### config.mk
export PLATFORM = sky130hd
export DESIGN_NAME = window_blit_address_generator
export DESIGN_NICKNAME = d
export VERILOG_FILES = /design/src/wbag_pkg.sv /design/src/wbag_core.sv /design/src/wbag_result_buf.sv /design/src/window_blit_address_generator.sv
export SDC_FILE = /design/constraint.sdc
export NUM_CORES = 1
export LEC_CHECK = 0
export BUFFER_PORTS_ARGS = -buffer_cell sky130_fd_sc_hd__buf_2
export CAP_MARGIN = 20
export CELL_PAD_IN_SITES_DETAIL_PLACEMENT = 1
export CELL_PAD_IN_SITES_GLOBAL_PLACEMENT = 2
export CORE_MARGIN = 2
export CORE_UTILIZATION = 40
export DETAILED_ROUTE_END_ITERATION = 16
export GPL_ROUTABILITY_DRIVEN = 0
export PLACE_DENSITY = 0.91
export SYNTH_ARGS = -nofsm -noshare
export SYNTH_HDL_FRONTEND = slang
export SYNTH_SLANG_ARGS = --single-unit
### constraint.sdc
create_clock -name clk -period 10.03 [get_ports clk]
set_input_delay 1.003 -clock clk [delete_from_list [all_inputs] [get_ports clk]]
set_output_delay 1.003 -clock clk [all_outputs]
set_load 0.005 [all_outputs]
### src/wbag_pkg.sv
// wbag_pkg: shared types, codes and helpers for the window blit address generator
// no dependencies; imported by every module under src

`timescale 1ns / 1ps

package wbag_pkg;

	// default flash address width
	localparam int ADDR_BITS_DEF = 24;

	// result word codes
	typedef enum logic [1:0] {
		KIND_READ   = 2'd0,
		KIND_CURSOR = 2'd1,
		KIND_DATA   = 2'd2,
		KIND_DONE   = 2'd3
	} kind_t;

	// input word op codes
	localparam logic OP_START = 1'b0;
	localparam logic OP_BYTE  = 1'b1;

	typedef struct packed {
		logic        op;
		logic [9:0]  screen_x;
		logic [9:0]  screen_y;
		logic [9:0]  rect_width;
		logic [9:0]  rect_height;
		logic [11:0] src_x;
		logic [11:0] src_y;
		logic [11:0] src_width;
		logic [23:0] src_base;
		logic [7:0]  flash_byte;
	} in_word_t;

	typedef struct packed {
		kind_t       kind;
		logic [23:0] read_address;
		logic [9:0]  cursor_x;
		logic [10:0] cursor_y;
		logic [7:0]  pixel_byte;
		logic        last;
	} out_word_t;

	// up to three result words from one input word, w0 goes out first
	typedef struct packed {
		logic [1:0] count;
		out_word_t  w2;
		out_word_t  w1;
		out_word_t  w0;
	} res_set_t;

	// builds a result word, fields without meaning are zero
	function automatic out_word_t make_word(kind_t k, logic [23:0] addr, logic [9:0] cx,
			logic [10:0] cy, logic [7:0] pb, logic lst);
		out_word_t w;
		w.kind         = k;
		w.read_address = addr;
		w.cursor_x     = cx;
		w.cursor_y     = cy;
		w.pixel_byte   = pb;
		w.last         = lst;
		return w;
	endfunction

endpackage

### src/wbag_core.sv
// wbag_core: blit geometry state and the per-word result logic
// depends on wbag_pkg

`timescale 1ns / 1ps

module wbag_core import wbag_pkg::*; #(
	parameter int ADDR_BITS = ADDR_BITS_DEF
) (
	input  logic     clk,
	input  logic     arst_n,
	input  logic     advance,
	input  in_word_t item_s1,
	output res_set_t res_set
);

	localparam int SumBits = (ADDR_BITS > 26) ? ADDR_BITS : 26;

	logic                 busy_q;
	logic [10:0]          current_row_q;
	logic [10:0]          byte_column_q;
	logic [9:0]           left_column_q;
	logic [10:0]          bytes_per_row_q;
	logic [10:0]          stop_row_q;
	logic [ADDR_BITS-1:0] row_address_q;
	logic [12:0]          row_stride_q;

	logic                 busy_d;
	logic [10:0]          current_row_d;
	logic [10:0]          byte_column_d;
	logic [9:0]           left_column_d;
	logic [10:0]          bytes_per_row_d;
	logic [10:0]          stop_row_d;
	logic [ADDR_BITS-1:0] row_address_d;
	logic [12:0]          row_stride_d;

	logic [12:0]          start_stride;
	logic [24:0]          stride_prod;
	logic [SumBits-1:0]   start_sum;
	logic [ADDR_BITS-1:0] start_addr;
	logic [ADDR_BITS-1:0] step_addr;
	logic [SumBits-1:0]   start_wide;
	logic [SumBits-1:0]   step_wide;
	logic [10:0]          col_inc;
	logic [10:0]          row_inc;

	// first row address: base + src_y * stride + src_x * 2, wrapped to the address width
	assign start_stride = {1'b0, item_s1.src_width} << 1;
	assign stride_prod  = 25'(item_s1.src_y) * 25'(start_stride);
	assign start_sum    = SumBits'(item_s1.src_base) + SumBits'(stride_prod)
		+ SumBits'({item_s1.src_x, 1'b0});
	assign start_addr   = start_sum[ADDR_BITS-1:0];
	assign step_addr    = row_address_q + ADDR_BITS'(row_stride_q);
	assign start_wide   = SumBits'(start_addr);
	assign step_wide    = SumBits'(step_addr);
	assign col_inc      = byte_column_q + 11'd1;
	assign row_inc      = current_row_q + 11'd1;

	always_comb begin
		busy_d          = busy_q;
		current_row_d   = current_row_q;
		byte_column_d   = byte_column_q;
		left_column_d   = left_column_q;
		bytes_per_row_d = bytes_per_row_q;
		stop_row_d      = stop_row_q;
		row_address_d   = row_address_q;
		row_stride_d    = row_stride_q;
		res_set         = '0;
		if (item_s1.op == OP_START) begin
			if (item_s1.rect_width == 10'd0 || item_s1.rect_height == 10'd0) begin
				busy_d        = 1'b0;
				res_set.count = 2'd1;
				res_set.w0    = make_word(KIND_DONE, '0, '0, '0, '0, 1'b1);
			end else begin
				busy_d          = 1'b1;
				left_column_d   = item_s1.screen_x;
				current_row_d   = {1'b0, item_s1.screen_y};
				byte_column_d   = '0;
				bytes_per_row_d = {item_s1.rect_width, 1'b0};
				stop_row_d      = {1'b0, item_s1.screen_y} + {1'b0, item_s1.rect_height};
				row_stride_d    = start_stride;
				row_address_d   = start_addr;
				res_set.count   = 2'd2;
				res_set.w0      = make_word(KIND_READ, start_wide[23:0], '0, '0, '0, 1'b0);
				res_set.w1      = make_word(KIND_CURSOR, '0, item_s1.screen_x,
					{1'b0, item_s1.screen_y}, '0, 1'b1);
			end
		end else if (busy_q) begin
			res_set.count = 2'd1;
			res_set.w0    = make_word(KIND_DATA, '0, '0, '0, item_s1.flash_byte, 1'b1);
			if (col_inc == bytes_per_row_q) begin
				// end of a row: next row or done
				byte_column_d    = '0;
				current_row_d    = row_inc;
				res_set.w0.last  = 1'b0;
				if (row_inc == stop_row_q) begin
					busy_d        = 1'b0;
					res_set.count = 2'd2;
					res_set.w1    = make_word(KIND_DONE, '0, '0, '0, '0, 1'b1);
				end else begin
					row_address_d = step_addr;
					res_set.count = 2'd3;
					res_set.w1    = make_word(KIND_READ, step_wide[23:0], '0, '0, '0, 1'b0);
					res_set.w2    = make_word(KIND_CURSOR, '0, left_column_q, row_inc,
						'0, 1'b1);
				end
			end else begin
				byte_column_d = col_inc;
			end
		end
	end

	always_ff @(posedge clk or negedge arst_n) begin
		if (!arst_n) begin
			busy_q          <= 1'b0;
			current_row_q   <= '0;
			byte_column_q   <= '0;
			left_column_q   <= '0;
			bytes_per_row_q <= '0;
			stop_row_q      <= '0;
			row_address_q   <= '0;
			row_stride_q    <= '0;
		end else if (advance) begin
			busy_q          <= busy_d;
			current_row_q   <= current_row_d;
			byte_column_q   <= byte_column_d;
			left_column_q   <= left_column_d;
			bytes_per_row_q <= bytes_per_row_d;
			stop_row_q      <= stop_row_d;
			row_address_q   <= row_address_d;
			row_stride_q    <= row_stride_d;
		end
	end

	// a running blit always has a nonzero row length and a column inside it
	a_row_len: assert property (@(posedge clk) disable iff (!arst_n)
		busy_q |-> (bytes_per_row_q != 11'd0 && byte_column_q < bytes_per_row_q))
		else $error("blit running with bad row length or column");

	// a three word set always ends with the next row's cursor
	a_three_end: assert property (@(posedge clk) disable iff (!arst_n)
		(advance && res_set.count == 2'd3) |-> (res_set.w2.kind == KIND_CURSOR && res_set.w2.last))
		else $error("three word set without closing cursor");

endmodule

### src/wbag_result_buf.sv
// wbag_result_buf: holds one input word's result set and sends it out one word a cycle while result_stall is low
// depends on wbag_pkg

`timescale 1ns / 1ps

module wbag_result_buf import wbag_pkg::*; (
	input  logic      clk,
	input  logic      arst_n,
	input  logic      load,
	input  res_set_t  res_set,
	output logic      drain_ok,
	output logic      result_valid,
	input  logic      result_stall,
	output out_word_t result
);

	res_set_t   set_q;
	logic [1:0] rd_q;
	logic [1:0] left_q;
	logic       fire;

	assign result_valid = (left_q != 2'd0);
	assign fire         = result_valid && !result_stall;
	// the set can be replaced when nothing remains after this edge
	assign drain_ok     = (left_q == 2'd0) || (left_q == 2'd1 && fire);

	always_comb begin
		case (rd_q)
			2'd0:    result = set_q.w0;
			2'd1:    result = set_q.w1;
			2'd2:    result = set_q.w2;
			default: result = set_q.w0;
		endcase
	end

	always_ff @(posedge clk or negedge arst_n) begin
		if (!arst_n) begin
			rd_q   <= '0;
			left_q <= '0;
		end else if (load && res_set.count != 2'd0) begin
			rd_q   <= '0;
			left_q <= res_set.count;
		end else if (fire) begin
			rd_q   <= rd_q + 2'd1;
			left_q <= left_q - 2'd1;
		end
	end

	always_ff @(posedge clk) begin
		if (load && res_set.count != 2'd0) begin
			set_q <= res_set;
		end
	end

	a_in_range: assert property (@(posedge clk) disable iff (!arst_n)
		result_valid |-> ({1'b0, rd_q} + {1'b0, left_q} <= 3'd3))
		else $error("result read pointer past the set");

	a_no_overwrite: assert property (@(posedge clk) disable iff (!arst_n)
		(load && res_set.count != 2'd0) |-> drain_ok)
		else $error("result set overwritten before drained");

	a_empty_after: assert property (@(posedge clk) disable iff (!arst_n)
		(fire && left_q == 2'd1 && !(load && res_set.count != 2'd0)) |=> !result_valid)
		else $error("result valid after last word taken");

endmodule

### src/window_blit_address_generator.sv
// window_blit_address_generator: top level, input register plus core and result buffer
// depends on wbag_pkg, wbag_core, wbag_result_buf

`timescale 1ns / 1ps

// channel   direction  handshake                     payload
// item      in         item_valid / item_stall       in_word_t  (start geometry or flash byte)
// result    out        result_valid / result_stall   out_word_t (read, cursor, data, done)
//
// one input word is taken per cycle while each word gives at most one result word and result_stall is low
// a start gives two result words (one done word for an empty rectangle) and a row end gives
// a read and a cursor after the data word (only a done word on the last row), so the input
// holds off there: the output sends one word a cycle unless result_stall is high
// reset clears the blit state and empties both the input register and the result buffer
// result_stall freezes the shown word; the input register still takes one more word

module window_blit_address_generator import wbag_pkg::*; #(
	parameter int ADDR_BITS = ADDR_BITS_DEF
) (
	input  logic      clk,
	input  logic      arst_n,
	input  logic      item_valid,
	output logic      item_stall,
	input  in_word_t  item,
	output logic      result_valid,
	input  logic      result_stall,
	output out_word_t result
);

	// input register
	logic     valid_s1;
	in_word_t item_s1;

	logic     accept;
	logic     advance;
	logic     drain_ok;
	logic     no_result;
	res_set_t res_set;

	// a byte while idle makes no result words and can always pass
	assign advance    = valid_s1 && (drain_ok || no_result);
	assign item_stall = valid_s1 && !advance;
	assign accept     = item_valid && !item_stall;
	assign no_result  = (res_set.count == 2'd0);

	always_ff @(posedge clk or negedge arst_n) begin
		if (!arst_n) begin
			valid_s1 <= 1'b0;
		end else if (accept) begin
			valid_s1 <= 1'b1;
		end else if (advance) begin
			valid_s1 <= 1'b0;
		end
	end

	always_ff @(posedge clk) begin
		if (accept) begin
			item_s1 <= item;
		end
	end

	// blit state and result words for the word in the input register
	wbag_core #(
		.ADDR_BITS(ADDR_BITS)
	) u_core (
		.clk     (clk),
		.arst_n  (arst_n),
		.advance (advance),
		.item_s1 (item_s1),
		.res_set (res_set)
	);

	// result register, drained one word per cycle unless result_stall is high
	wbag_result_buf u_buf (
		.clk          (clk),
		.arst_n       (arst_n),
		.load         (advance),
		.res_set      (res_set),
		.drain_ok     (drain_ok),
		.result_valid (result_valid),
		.result_stall (result_stall),
		.result       (result)
	);

	// the input register only empties by moving its word on
	a_s1_hold: assert property (@(posedge clk) disable iff (!arst_n)
		(valid_s1 && !advance) |=> valid_s1)
		else $error("input word lost");

endmodule
==> results.json <==
{
  "cpPeakStageDelay_ps": 590,
  "dpl.hpwl_um": 40500,
  "fmax_mhz": 132,
  "holdPathStages": 2,
  "core_um2": 49900,
  "cts_made_buffers": 38,
  "yosys.area.top_type": "edfxtp_1",
  "end_kind": "flip-flop",
  "ys_seq_elements": 307,
  "worst-endpoint-arrival_ps": 7860,
  "tns_ps": 0,
  "finalClockSkew_ps": 38.9,
  "drt_wl_total_um": 54800,
  "wl_per_cell_um": 19.8,
  "clock_sinks": 307,
  "hold_buffers": 0,
  "final-setup-viol-count": 0,
  "rows": 82,
  "area_growth_pct": 13.9,
  "worstSetupPathType": "reg2reg",
  "fin_crit_ps": 7560,
  "top_level_ports": 171,
  "syn_area_per_cell_um2": 10.4,
  "routed_via_density": 5.30,
  "diodes": 0,
  "cts_resized": 0,
  "grt_antenna_before_repair": 0,
  "start_kind": "flip-flop",
  "multiInputGateArea_um2": 10200,
  "maxSlewViolCount": 0,
  "maxCapViolCount": 0,
  "synth_common_cells": "nand2_1 (259), edfxtp_1 (212), inv_1 (209), nor2_1 (124), ha_1 (118)",
  "htreeDepth": 2,
  "reg2reg_depth": 25,
  "syn-num-nets": 2279,
  "ys_warn_count": 0,
  "initial_core_util_pct": 40.3,
  "synthesis.area_um2": 20100,
  "cts.clk_slew.worst_paths_ps": 60,
  "status": "complete, no violations",
  "grtUsageTotal_pct": 21.3,
  "seq_area_frac_synth_pct": 43.5,
  "grt_max_degree": 72,
  "finalHoldViolCount": 0,
  "root_buffer": "clkbuf_16",
  "cp_slowest_cell": "fa_1",
  "grt_setup_unrepaired": "false",
  "final_nets": 2412,
  "die_area_um2": 52100,
  "worstMarginPinSlew_ps": 945,
  "drtIter0Drc": 787,
  "slew_headroom_pct": 37.0,
  "clk_latency_ps": 590,
  "crit_fanout": 13,
  "dr_total_vias": 14700,
  "synth_cell_types": 77,
  "hold_class": "reg2reg",
  "fin_crit_sh_pct": 75.3,
  "netlist_top_cells_area": "edfxtp_1 (32%), dfrtp_1 (12%), fa_1 (11%)",
  "seqCellArea_um2": 8740,
  "die_w_um": 228,
  "drt_first_pass_iters": 5,
  "yosysMostFrequentCell": "nand2_1",
  "drc_errors": 0,
  "grt_pass1_vias": 15900,
  "worst_ep_required_time_ps": 10340,
  "async_flop_share_pct": 30.9,
  "cts_max_path_buffers": 3,
  "die_h_um": 228,
  "tritoncts": "yes",
  "final_antenna_net_count": 0,
  "drive_above_1_share_pct": 13.8,
  "crit_path_frequent_cell": "fa_1",
  "dominantRegCellSynth": "edfxtp_1",
  "yosys.area.top_type_share_pct": 31.7,
  "netlist_instances": 1934,
  "portBuffers": 170,
  "grt_overflow": 0,
  "grt_pass1_wl_um": 88000,
  "post-cts-setup-buffers": 0,
  "nFillCells": 5597,
  "synth_edf_count": 212
}
per-stage QoR:
step / cell area (um^2) / setup WS, ps / hold slack (ps) / cells / utilization (%)
final: 22900 / 2470 / 468 / 2769 / 45.9
after global routing: 22900 / 2040 / 494 / 2769 / 45.9
after CTS: 22900 / 2460 / 475 / 2769 / 45.9
after detailed placement: 21500 / 2470 / 459 / 2699 / 43.2
after global placement: 21500 / 2650 / 442 / 2699 / 43.2
after floorplan: 20100 / 3110 / 431 / 1934 / -
layer usage:
| metal | global-route usage (%) | up-vias | routed length [um] |
|---|---|---|---|
| met4 | 5.86 | 0 | 1290 |
| met1 | 27.9 | 7455 | 24700 |
| met3 | 3.79 | 80 | 2350 |
| li1 | - | 6844 | - |
| met5 | 0 | - | 0 |
| met2 | 36.3 | 285 | 26500 |
cell families after synthesis:
family,count (synthesis),synth area share [%]
XOR/XNOR,91,4.10
adder cells (fa/ha/maj),232,18.7
flip-flops,307,43.5
buffers and inverters,305,6.01
AND/OR/NAND/NOR,653,15.7
AO/OA/AOI/OAI,337,11.5
multiplexers,9,0.473
worst max-delay path, delay by kind of cell (launching register included):
| kind | cells | cell delay, ps |
|---|---|---|
| adders and majority gates | 8 | 3640 |
| AOI/OAI and AO/OA | 5 | 1610 |
| and+or+nand+nor | 8 | 1110 |
| DFF | 1 | 570 |
| xor gates and xnor gates | 1 | 190 |
| buffers and inverters | 3 | 150 |
cells in the final DEF, fill, tap and decap left out, types with 27 or more instances in the layout:
| cell type | synthesis | routed |
|---|---|---|
| o21ai_0 | 80 | 80 |
| inv_1 | 209 | 208 |
| clkbuf_16 | 0 | 39 |
| nand3_1 | 27 | 27 |
| nor2_1 | 124 | 122 |
| fa_1 | 114 | 114 |
| a22o_1 | 45 | 45 |
| xor2_1 | 35 | 35 |
| edfxtp_1 | 212 | 212 |
| ha_1 | 118 | 118 |
| and2_1 | 109 | 108 |
| a21oi_1 | 57 | 57 |
| xnor2_1 | 54 | 54 |
| nand2_1 | 259 | 258 |
| buf_2 | 15 | 169 |
| dfrtp_1 | 95 | 95 |
registers in the layout, indices dropped and copies added (netlist names):
signal / flops
item_s1: 109
u_core.row_address_q: 24
u_core.byte_column_q: 11
u_buf.rd_q: 2
u_buf.set_q: 103
u_buf.left_q: 2
u_core.current_row_q: 11
u_core.left_column_q: 10
u_core.busy_q: 1
u_core.bytes_per_row_q: 10
u_core.row_stride_q: 12
valid_s1: 1
u_core.stop_row_q: 11
final timing paths:
check	from	endpoint	slack [ps]
hold reg to reg	item_s1[98]	u_core.left_column_q[0]	470
max in group asynchronous	arst_n	u_core.bytes_per_row_q[2]	8350
setup / recovery	item_s1[35]	u_buf.set_q[51]	2470
setup reg to reg	item_s1[35]	u_buf.set_q[51]	2470
hold / removal	item_s1[98]	u_core.left_column_q[0]	470
min in group asynchronous	arst_n	u_core.current_row_q[4]	480
layout make-up:
class                   instances  share of cell area (%)
flip-flops and latches        307                    38.2
inverters                     211                    3.47
well taps                     672                    3.67
clock buffers                  49                    4.60
clock inverters                21                    1.31
repair buffers                187                    4.29
multi-input cells            1322                    44.4
Power is not shown: default switching activity piles up to over one toggle a cycle in this logic, so the estimate is an artifact.
